[src/hw/rtl/desrf_pkg.sv]
// Package for the DES round function block: bit-selection tables and S-box contents.
// Depends on nothing; used by desrf_core, the channel interfaces, the top level and the testbench.
package desrf_pkg;

	localparam int HalfWidth = 32;
	localparam int KeyWidth  = 48;
	localparam int NumSbox   = 8;

	typedef logic [HalfWidth-1:0] half_t;
	typedef logic [KeyWidth-1:0]  key_t;
	typedef logic [4:0]           bit_sel_t;
	typedef logic [3:0]           nibble_t;

	// Expansion E, given as the source bit index in the right half for each expanded
	// bit, most significant expanded bit first.
	localparam bit_sel_t E_SRC [KeyWidth] = '{
		5'd0,  5'd31, 5'd30, 5'd29, 5'd28, 5'd27,
		5'd28, 5'd27, 5'd26, 5'd25, 5'd24, 5'd23,
		5'd24, 5'd23, 5'd22, 5'd21, 5'd20, 5'd19,
		5'd20, 5'd19, 5'd18, 5'd17, 5'd16, 5'd15,
		5'd16, 5'd15, 5'd14, 5'd13, 5'd12, 5'd11,
		5'd12, 5'd11, 5'd10, 5'd9,  5'd8,  5'd7,
		5'd8,  5'd7,  5'd6,  5'd5,  5'd4,  5'd3,
		5'd4,  5'd3,  5'd2,  5'd1,  5'd0,  5'd31
	};

	// Permutation P, given as the source bit index in the S-box word for each
	// result bit, most significant result bit first.
	localparam bit_sel_t P_SRC [HalfWidth] = '{
		5'd16, 5'd25, 5'd12, 5'd11, 5'd3,  5'd20, 5'd4,  5'd15,
		5'd31, 5'd17, 5'd9,  5'd6,  5'd27, 5'd14, 5'd1,  5'd22,
		5'd30, 5'd24, 5'd8,  5'd18, 5'd0,  5'd5,  5'd29, 5'd23,
		5'd13, 5'd19, 5'd2,  5'd26, 5'd10, 5'd21, 5'd28, 5'd7
	};

	// S-box contents, indexed by row * 16 + column.
	localparam nibble_t SBOX [NumSbox][64] = '{
		'{4'd14, 4'd4, 4'd13, 4'd1, 4'd2, 4'd15, 4'd11, 4'd8,
		  4'd3, 4'd10, 4'd6, 4'd12, 4'd5, 4'd9, 4'd0, 4'd7,
		  4'd0, 4'd15, 4'd7, 4'd4, 4'd14, 4'd2, 4'd13, 4'd1,
		  4'd10, 4'd6, 4'd12, 4'd11, 4'd9, 4'd5, 4'd3, 4'd8,
		  4'd4, 4'd1, 4'd14, 4'd8, 4'd13, 4'd6, 4'd2, 4'd11,
		  4'd15, 4'd12, 4'd9, 4'd7, 4'd3, 4'd10, 4'd5, 4'd0,
		  4'd15, 4'd12, 4'd8, 4'd2, 4'd4, 4'd9, 4'd1, 4'd7,
		  4'd5, 4'd11, 4'd3, 4'd14, 4'd10, 4'd0, 4'd6, 4'd13},
		'{4'd15, 4'd1, 4'd8, 4'd14, 4'd6, 4'd11, 4'd3, 4'd4,
		  4'd9, 4'd7, 4'd2, 4'd13, 4'd12, 4'd0, 4'd5, 4'd10,
		  4'd3, 4'd13, 4'd4, 4'd7, 4'd15, 4'd2, 4'd8, 4'd14,
		  4'd12, 4'd0, 4'd1, 4'd10, 4'd6, 4'd9, 4'd11, 4'd5,
		  4'd0, 4'd14, 4'd7, 4'd11, 4'd10, 4'd4, 4'd13, 4'd1,
		  4'd5, 4'd8, 4'd12, 4'd6, 4'd9, 4'd3, 4'd2, 4'd15,
		  4'd13, 4'd8, 4'd10, 4'd1, 4'd3, 4'd15, 4'd4, 4'd2,
		  4'd11, 4'd6, 4'd7, 4'd12, 4'd0, 4'd5, 4'd14, 4'd9},
		'{4'd10, 4'd0, 4'd9, 4'd14, 4'd6, 4'd3, 4'd15, 4'd5,
		  4'd1, 4'd13, 4'd12, 4'd7, 4'd11, 4'd4, 4'd2, 4'd8,
		  4'd13, 4'd7, 4'd0, 4'd9, 4'd3, 4'd4, 4'd6, 4'd10,
		  4'd2, 4'd8, 4'd5, 4'd14, 4'd12, 4'd11, 4'd15, 4'd1,
		  4'd13, 4'd6, 4'd4, 4'd9, 4'd8, 4'd15, 4'd3, 4'd0,
		  4'd11, 4'd1, 4'd2, 4'd12, 4'd5, 4'd10, 4'd14, 4'd7,
		  4'd1, 4'd10, 4'd13, 4'd0, 4'd6, 4'd9, 4'd8, 4'd7,
		  4'd4, 4'd15, 4'd14, 4'd3, 4'd11, 4'd5, 4'd2, 4'd12},
		'{4'd7, 4'd13, 4'd14, 4'd3, 4'd0, 4'd6, 4'd9, 4'd10,
		  4'd1, 4'd2, 4'd8, 4'd5, 4'd11, 4'd12, 4'd4, 4'd15,
		  4'd13, 4'd8, 4'd11, 4'd5, 4'd6, 4'd15, 4'd0, 4'd3,
		  4'd4, 4'd7, 4'd2, 4'd12, 4'd1, 4'd10, 4'd14, 4'd9,
		  4'd10, 4'd6, 4'd9, 4'd0, 4'd12, 4'd11, 4'd7, 4'd13,
		  4'd15, 4'd1, 4'd3, 4'd14, 4'd5, 4'd2, 4'd8, 4'd4,
		  4'd3, 4'd15, 4'd0, 4'd6, 4'd10, 4'd1, 4'd13, 4'd8,
		  4'd9, 4'd4, 4'd5, 4'd11, 4'd12, 4'd7, 4'd2, 4'd14},
		'{4'd2, 4'd12, 4'd4, 4'd1, 4'd7, 4'd10, 4'd11, 4'd6,
		  4'd8, 4'd5, 4'd3, 4'd15, 4'd13, 4'd0, 4'd14, 4'd9,
		  4'd14, 4'd11, 4'd2, 4'd12, 4'd4, 4'd7, 4'd13, 4'd1,
		  4'd5, 4'd0, 4'd15, 4'd10, 4'd3, 4'd9, 4'd8, 4'd6,
		  4'd4, 4'd2, 4'd1, 4'd11, 4'd10, 4'd13, 4'd7, 4'd8,
		  4'd15, 4'd9, 4'd12, 4'd5, 4'd6, 4'd3, 4'd0, 4'd14,
		  4'd11, 4'd8, 4'd12, 4'd7, 4'd1, 4'd14, 4'd2, 4'd13,
		  4'd6, 4'd15, 4'd0, 4'd9, 4'd10, 4'd4, 4'd5, 4'd3},
		'{4'd12, 4'd1, 4'd10, 4'd15, 4'd9, 4'd2, 4'd6, 4'd8,
		  4'd0, 4'd13, 4'd3, 4'd4, 4'd14, 4'd7, 4'd5, 4'd11,
		  4'd10, 4'd15, 4'd4, 4'd2, 4'd7, 4'd12, 4'd9, 4'd5,
		  4'd6, 4'd1, 4'd13, 4'd14, 4'd0, 4'd11, 4'd3, 4'd8,
		  4'd9, 4'd14, 4'd15, 4'd5, 4'd2, 4'd8, 4'd12, 4'd3,
		  4'd7, 4'd0, 4'd4, 4'd10, 4'd1, 4'd13, 4'd11, 4'd6,
		  4'd4, 4'd3, 4'd2, 4'd12, 4'd9, 4'd5, 4'd15, 4'd10,
		  4'd11, 4'd14, 4'd1, 4'd7, 4'd6, 4'd0, 4'd8, 4'd13},
		'{4'd4, 4'd11, 4'd2, 4'd14, 4'd15, 4'd0, 4'd8, 4'd13,
		  4'd3, 4'd12, 4'd9, 4'd7, 4'd5, 4'd10, 4'd6, 4'd1,
		  4'd13, 4'd0, 4'd11, 4'd7, 4'd4, 4'd9, 4'd1, 4'd10,
		  4'd14, 4'd3, 4'd5, 4'd12, 4'd2, 4'd15, 4'd8, 4'd6,
		  4'd1, 4'd4, 4'd11, 4'd13, 4'd12, 4'd3, 4'd7, 4'd14,
		  4'd10, 4'd15, 4'd6, 4'd8, 4'd0, 4'd5, 4'd9, 4'd2,
		  4'd6, 4'd11, 4'd13, 4'd8, 4'd1, 4'd4, 4'd10, 4'd7,
		  4'd9, 4'd5, 4'd0, 4'd15, 4'd14, 4'd2, 4'd3, 4'd12},
		'{4'd13, 4'd2, 4'd8, 4'd4, 4'd6, 4'd15, 4'd11, 4'd1,
		  4'd10, 4'd9, 4'd3, 4'd14, 4'd5, 4'd0, 4'd12, 4'd7,
		  4'd1, 4'd15, 4'd13, 4'd8, 4'd10, 4'd3, 4'd7, 4'd4,
		  4'd12, 4'd5, 4'd6, 4'd11, 4'd0, 4'd14, 4'd9, 4'd2,
		  4'd7, 4'd11, 4'd4, 4'd1, 4'd9, 4'd12, 4'd14, 4'd2,
		  4'd0, 4'd6, 4'd10, 4'd13, 4'd15, 4'd3, 4'd5, 4'd8,
		  4'd2, 4'd1, 4'd14, 4'd7, 4'd4, 4'd10, 4'd8, 4'd13,
		  4'd15, 4'd12, 4'd9, 4'd0, 4'd3, 4'd5, 4'd6, 4'd11}
	};

endpackage

[src/hw/rtl/desrf_in_if.sv]
// Input channel of the DES round function: right half and round subkey per beat.
// Depends on desrf_pkg for the payload types.
interface desrf_in_if;
	logic                 valid;
	logic                 ready;
	desrf_pkg::half_t     right_half;
	desrf_pkg::key_t      round_subkey;

	modport source (output valid, output right_half, output round_subkey, input ready);
	modport sink (input valid, input right_half, input round_subkey, output ready);
endinterface

[src/hw/rtl/desrf_out_if.sv]
// Result channel of the DES round function: one f value per beat.
// Depends on desrf_pkg for the payload type.
interface desrf_out_if;
	logic                 valid;
	logic                 ready;
	desrf_pkg::half_t     f_result;

	modport source (output valid, output f_result, input ready);
	modport sink (input valid, input f_result, output ready);
endinterface

[src/hw/rtl/des_round_function_top.sv]
// DES round function f(R,K) with an input register and a result register.
// Pipeline: two register stages; an accepted beat is captured in the input register, then
// moves to the result register, whose contents are offered on the output channel.
// Throughput: one beat per cycle; a waiting result lets one more beat into the input
// register, and the input stalls only while both registers are full and held.
// Reset: arst_n clears both stage valid flags asynchronously; data registers are not reset.
module des_round_function_top (
	input  logic       clk,
	input  logic       arst_n,
	desrf_in_if.sink   req,
	desrf_out_if.source rsp
);

	logic              valid_s1;
	desrf_pkg::half_t  right_half_s1;
	desrf_pkg::key_t   round_subkey_s1;
	logic              valid_s2;
	desrf_pkg::half_t  f_result_s2;
	desrf_pkg::half_t  core_f;
	logic              adv_s2;
	logic              adv_s1;

	// A stage moves when it is empty or the stage after it is moving.
	assign adv_s2    = !valid_s2 || rsp.ready;
	assign adv_s1    = !valid_s1 || adv_s2;
	assign req.ready = adv_s1;

	always_ff @(posedge clk or negedge arst_n) begin
		if (!arst_n) begin
			valid_s1 <= 1'b0;
			valid_s2 <= 1'b0;
		end else begin
			if (adv_s1) begin
				valid_s1 <= req.valid;
			end
			if (adv_s2) begin
				valid_s2 <= valid_s1;
			end
		end
	end

	always_ff @(posedge clk) begin
		if (adv_s1 && req.valid) begin
			right_half_s1   <= req.right_half;
			round_subkey_s1 <= req.round_subkey;
		end
		if (adv_s2 && valid_s1) begin
			f_result_s2 <= core_f;
		end
	end

	desrf_core u_core (
		.right_half   (right_half_s1),
		.round_subkey (round_subkey_s1),
		.f_result     (core_f)
	);

	assign rsp.valid    = valid_s2;
	assign rsp.f_result = f_result_s2;

`ifndef SYNTHESIS
	a_accept_fills_s1: assert property (@(posedge clk) disable iff (!arst_n)
		req.valid && req.ready |=> valid_s1)
		else $error("accepted beat did not reach the input register");

	a_s1_to_result: assert property (@(posedge clk) disable iff (!arst_n)
		valid_s1 && adv_s2 |=> rsp.valid && rsp.f_result == $past(core_f))
		else $error("result register did not capture the f value");

	a_no_overrun: assert property (@(posedge clk) disable iff (!arst_n)
		valid_s1 && rsp.valid && !rsp.ready |-> !req.ready)
		else $error("input accepted while both stages were held");
`endif

endmodule

[src/hw/rtl/desrf_core.sv]
// Combinational DES f function: expansion, key mix, eight S-boxes and P.
// Depends on desrf_pkg for the tables.
module desrf_core (
	input  desrf_pkg::half_t right_half,
	input  desrf_pkg::key_t  round_subkey,
	output desrf_pkg::half_t f_result
);

	desrf_pkg::key_t  expanded;
	desrf_pkg::key_t  mixed;
	desrf_pkg::half_t sbox_word;

	for (genvar i = 0; i < desrf_pkg::KeyWidth; i++) begin : g_expand
		assign expanded[desrf_pkg::KeyWidth-1-i] = right_half[desrf_pkg::E_SRC[i]];
	end

	assign mixed = expanded ^ round_subkey;

	// The outer bits of each group pick the row, the inner four the column.
	for (genvar i = 0; i < desrf_pkg::NumSbox; i++) begin : g_sbox
		logic [5:0] grp;
		assign grp = mixed[desrf_pkg::KeyWidth-1-6*i -: 6];
		assign sbox_word[desrf_pkg::HalfWidth-1-4*i -: 4] =
			desrf_pkg::SBOX[i][{grp[5], grp[0], grp[4:1]}];
	end

	for (genvar i = 0; i < desrf_pkg::HalfWidth; i++) begin : g_perm
		assign f_result[desrf_pkg::HalfWidth-1-i] = sbox_word[desrf_pkg::P_SRC[i]];
	end

endmodule

[src/flat_wrapper.sv]
// flat-port wrapper written by rule: the top's interface ports become plain ports
module des_round_function_top_flat 
  (clk, arst_n, req_valid, req_right_half, req_round_subkey, req_ready, rsp_valid, rsp_f_result, rsp_ready);
  desrf_in_if req_i ();
  desrf_out_if rsp_i ();
  input  logic clk;
  input  logic arst_n;
  input wire logic [$bits(req_i.valid)-1:0] req_valid;
  input wire logic [$bits(req_i.right_half)-1:0] req_right_half;
  input wire logic [$bits(req_i.round_subkey)-1:0] req_round_subkey;
  output wire logic [$bits(req_i.ready)-1:0] req_ready;
  output wire logic [$bits(rsp_i.valid)-1:0] rsp_valid;
  output wire logic [$bits(rsp_i.f_result)-1:0] rsp_f_result;
  input wire logic [$bits(rsp_i.ready)-1:0] rsp_ready;
  assign req_i.valid = req_valid;
  assign req_i.right_half = req_right_half;
  assign req_i.round_subkey = req_round_subkey;
  assign req_ready = req_i.ready;
  assign rsp_valid = rsp_i.valid;
  assign rsp_f_result = rsp_i.f_result;
  assign rsp_i.ready = rsp_ready;
  des_round_function_top u_core (.clk(clk), .arst_n(arst_n), .req(req_i), .rsp(rsp_i));
endmodule
[config.mk]
export PLATFORM = sky130hd
export DESIGN_NAME = des_round_function_top_flat
export DESIGN_NICKNAME = d
export VERILOG_FILES = /design/src/hw/rtl/desrf_pkg.sv /design/src/hw/rtl/desrf_in_if.sv /design/src/hw/rtl/desrf_out_if.sv /design/src/hw/rtl/des_round_function_top.sv /design/src/hw/rtl/desrf_core.sv /design/src/flat_wrapper.sv
export SDC_FILE = /design/constraint.sdc
export NUM_CORES = 1
export LEC_CHECK = 0
export ABC_CLOCK_PERIOD_IN_PS = 3900
export BUFFER_PORTS_ARGS = -buffer_cell sky130_fd_sc_hd__buf_2
export CAP_MARGIN = 20
export CELL_PAD_IN_SITES_DETAIL_PLACEMENT = 0
export CELL_PAD_IN_SITES_GLOBAL_PLACEMENT = 2
export CORE_MARGIN = 3
export CORE_UTILIZATION = 35
export CTS_CLUSTER_SIZE = 10
export DETAILED_ROUTE_END_ITERATION = 16
export GPL_ROUTABILITY_DRIVEN = 1
export GPL_TIMING_DRIVEN = 0
export PLACE_DENSITY = 0.87
export REMOVE_ABC_BUFFERS = 1
export SLEW_MARGIN = 20
export SYNTH_ARGS = -nofsm -noshare
export SYNTH_HDL_FRONTEND = slang
export SYNTH_SLANG_ARGS = --single-unit
[constraint.sdc]
create_clock -name clk -period 3.9 [get_ports clk]
set_input_delay 0.39 -clock clk [delete_from_list [all_inputs] [get_ports clk]]
set_output_delay 0.39 -clock clk [all_outputs]
set_load 0.02 [all_outputs]
==> results.md <==
* Tcrit/Tclk final at 0.804
* Die height at 163 um
* Die width at 163 um
* Via density at 5.36
* Slew @ Worst Pin at 1070 ps
* Vias in the first global route at 6422
* Slew Limit Fails at 0
* P_int at 3.20 mW
* FP Rows at 56
* Crit. End Element: flip-flop
* Leakage at 3.91 nW
* Core Area at 23800 um2
* WP data required at 4130 ps
* Area delta synth->final at 19.4%
* Min-Delay Endpoint: u_core.right_half_s1[20]$_DFFE_PP_
* Post-Syn Area per Cell at 10.6 um2
* YS warnings at 0
* Area leader, netlist: edfxtp_1
* Final ANT Viol Nets at 0
* Post-synth EDFFs at 112
* Clk sinks at 114
* CTS tree: done
* DRT iter0 DRCs at 442
* Max clock buf depth at 2
* Crit Path Class: reg2reg
* Post-DP HPWL at 14.2 mm
* Initial antenna violation count at 0
* Most common cell in the netlist: edfxtp_1
* Clk_skew at 15.2 ps
* Pre-Repair DR Iteration Count at 5
* Setup TNS at 0 ps
* Maximum VDD drop at 0.243 mV
* Final GP Congestion at 0.791
* Critical Path Source Type: flip-flop
* Flops & latches, synth at 114
* PostCTS Resize Cnt at 0
* Vias at 6697
* Leading cell types by count after synthesis: 112 x edfxtp_1, 68 x nand2_1, 62 x ha_1
* Final Core Density at 0.431
* Layout cells sized above 1 at 0.225
* Net load switching power at 1.63 mW
* Setup slack, reg-to-reg at 760 ps
* Worst reg2reg endpoint: u_core.rsp.f_result[21]$_DFFE_PP_
* Final min period at 3140 ps
* MaxCap Viol Count at 0
* CTS Root Cell: clkbuf_16
* Sequential fraction of the synthesis area at 0.397
* Reg2reg start: u_core.round_subkey_s1[14]$_DFFE_PP_
* DR DRC count at 0
* Share of the synthesized area in the top cell type at 0.391
* Slew HR at 0.281
* Worst-path clk slew at 70 ps
* Cell variety after synth at 58
* WHS Path Cells at 1
* H-Tree Depth at 4
* Gr usage total at 0.158
* Mapped Cells at 814
* Primary FF master, synth: edfxtp_1
* Final wirelength at 20.6 mm
* Worst hold path type: in2reg
* Avg WL per Cell at 16.5 um
* Full die area at 26500 um2
* Clock group share of total power at 0.362
* GR Overflow Total at 0
* IO Port Bufs at 117
* Synth top area cells: edfxtp_1 39%, ha_1 9.0%, xnor2_1 5.6%, mux4_2 5.0%, xor2_1 3.7%
* Arrival @ worst endpoint at 3370 ps
* Starting Density at 0.361
* Netlist Area Pre-Place at 8590 um2
* Sequential power share at 0.327
* Top Ports at 118
* Peak Freq at 319 MHz
* Final Hold Viols at 0
* First-pass GRT wire length at 33.8 mm
* Critical-path maximum fanout at 11
* RSZ-0062 raised after global routing: false
* PwrDens at 471 nW/um2
* Async S/R FF share, synth at 0.0175
* CTS Buf Count at 17
* Combinational power share at 0.311
* Worst r2r path cells at 7
* Worst skew pair latency at 420 ps
* Hold wc startpoint: req_right_half[20]
* Switching Fraction at 0.337
* Nets at 1063
* Largest net degree at the start of global routing at 46
* Status: finished, final reports clean
* # setup viols final at 0
## power groups by stage
stage | registers [mW] | clock network [mW] | logic (mW)
after detailed placement | 1.61 | 0 | 1.50
after CTS | 1.58 | 1.80 | 1.50
after global placement | 1.61 | 0 | 1.48
final | 1.58 | 1.75 | 1.50
after global routing | 1.59 | 1.86 | 1.68
after floorplan | 1.67 | 0 | 1.03
## registers in the layout, summed over array words and instances, names as in the netlist
name	flops
u_core.valid_s1	1
u_core.rsp.f_result	32
u_core.round_subkey_s1	48
u_core.rsp.valid	1
u_core.right_half_s1	32
## routing by layer
| layer | vias up | track usage | part of all wire |
|---|---|---|---|
| li1 | 3322 | - | - |
| met1 | 3182 | 0.213 | 0.46 |
| met2 | 173 | 0.257 | 0.48 |
| met3 | 20 | 0.0343 | 0.047 |
| met4 | 0 | 0.0454 | 0.014 |
| met5 | - | 0 | 0 |
## cell usage in the layout, fill, tap and decap left out, types with 5 or more instances in the layout
master,instances
nor3_1,15
nand3_1,32
inv_1,31
edfxtp_1,112
clkbuf_16,17
a21oi_1,37
a22oi_1,5
inv_6,6
o211ai_1,25
o2111ai_1,9
buf_2,117
a31oi_1,19
o21ai_0,36
nor2_1,49
o311ai_0,7
nand4_1,5
xnor2_2,17
mux2i_1,22
a211oi_1,31
xnor2_1,45
mux2_2,5
mux4_2,19
o221ai_1,6
o31ai_1,6
ha_1,62
nand2b_1,7
nand2_1,68
xor2_2,9
xor2_1,30
## layout make-up
cell class	instances	area (um2)
Sequential cell	114	3410
Timing Repair Buffer	121	654
Antenna cell	1	2.50
Tap cell	319	399
Inverter	37	139
Fill cell	2309	13600
Clock inverter	15	219
Multi-Input combinational cell	626	5000
Clock buffer	17	425
## worst max-delay path, stage by stage (launching register included)
cell and delay (ps):
edfxtp_1 370, xnor2_1 720, clkinv_1 570, ha_1 380, mux4_2 460, nand2_1 80
o41ai_1 80, a211oi_1 290
## per-stage QoR
step | std cells | hold WS (ps) | setup slack [ps] | power, mW | area (um2)
global placement | 1213 | 175 | 16.6 | 3.09 | 9420
floorplan | 777 | 94.4 | 806 | 2.70 | 8430
finish | 1250 | 133 | 763 | 4.83 | 10300
global route | 1249 | 112 | 462 | 5.13 | 10300
CTS | 1249 | 109 | 703 | 4.89 | 10200
detailed placement | 1216 | 180 | 745 | 3.10 | 9550
## worst max path at each step
| stage | startpoint | endpoint | slack, ps | depth (start not counted) |
|---|---|---|---|---|
| floorplan | u_core.rsp.valid$_DFFE_PN0P_ | u_core.right_half_s1[0]$_DFFE_PP_ | 810 | 2 |
| global placement | rsp_ready | u_core.right_half_s1[21]$_DFFE_PP_ | 20 | 3 |
| detailed placement | u_core.round_subkey_s1[14]$_DFFE_PP_ | u_core.rsp.f_result[21]$_DFFE_PP_ | 740 | 7 |
| CTS | u_core.round_subkey_s1[14]$_DFFE_PP_ | u_core.rsp.f_result[21]$_DFFE_PP_ | 700 | 7 |
| global route | u_core.round_subkey_s1[14]$_DFFE_PP_ | u_core.rsp.f_result[21]$_DFFE_PP_ | 460 | 7 |
| finish | u_core.round_subkey_s1[14]$_DFFE_PP_ | u_core.rsp.f_result[21]$_DFFE_PP_ | 760 | 7 |
## timing repair
action                                  CTS  global route
endpoints found under the hold margin     2             0
setup buffers                             0             0
hold buffers                              1             0
endpoints found under the setup margin    0             0
## kinds of logic after synthesis
kind of cell | count (synthesis) | synth area share
compound gates | 227 | 0.184
simple gates | 189 | 0.0971
flops | 114 | 0.397
xor+xnor | 102 | 0.115
buf+inv | 74 | 0.0348
fa+ha+maj | 62 | 0.0903
mux | 46 | 0.0820
Note: power is estimated with default switching activity, not from simulation.
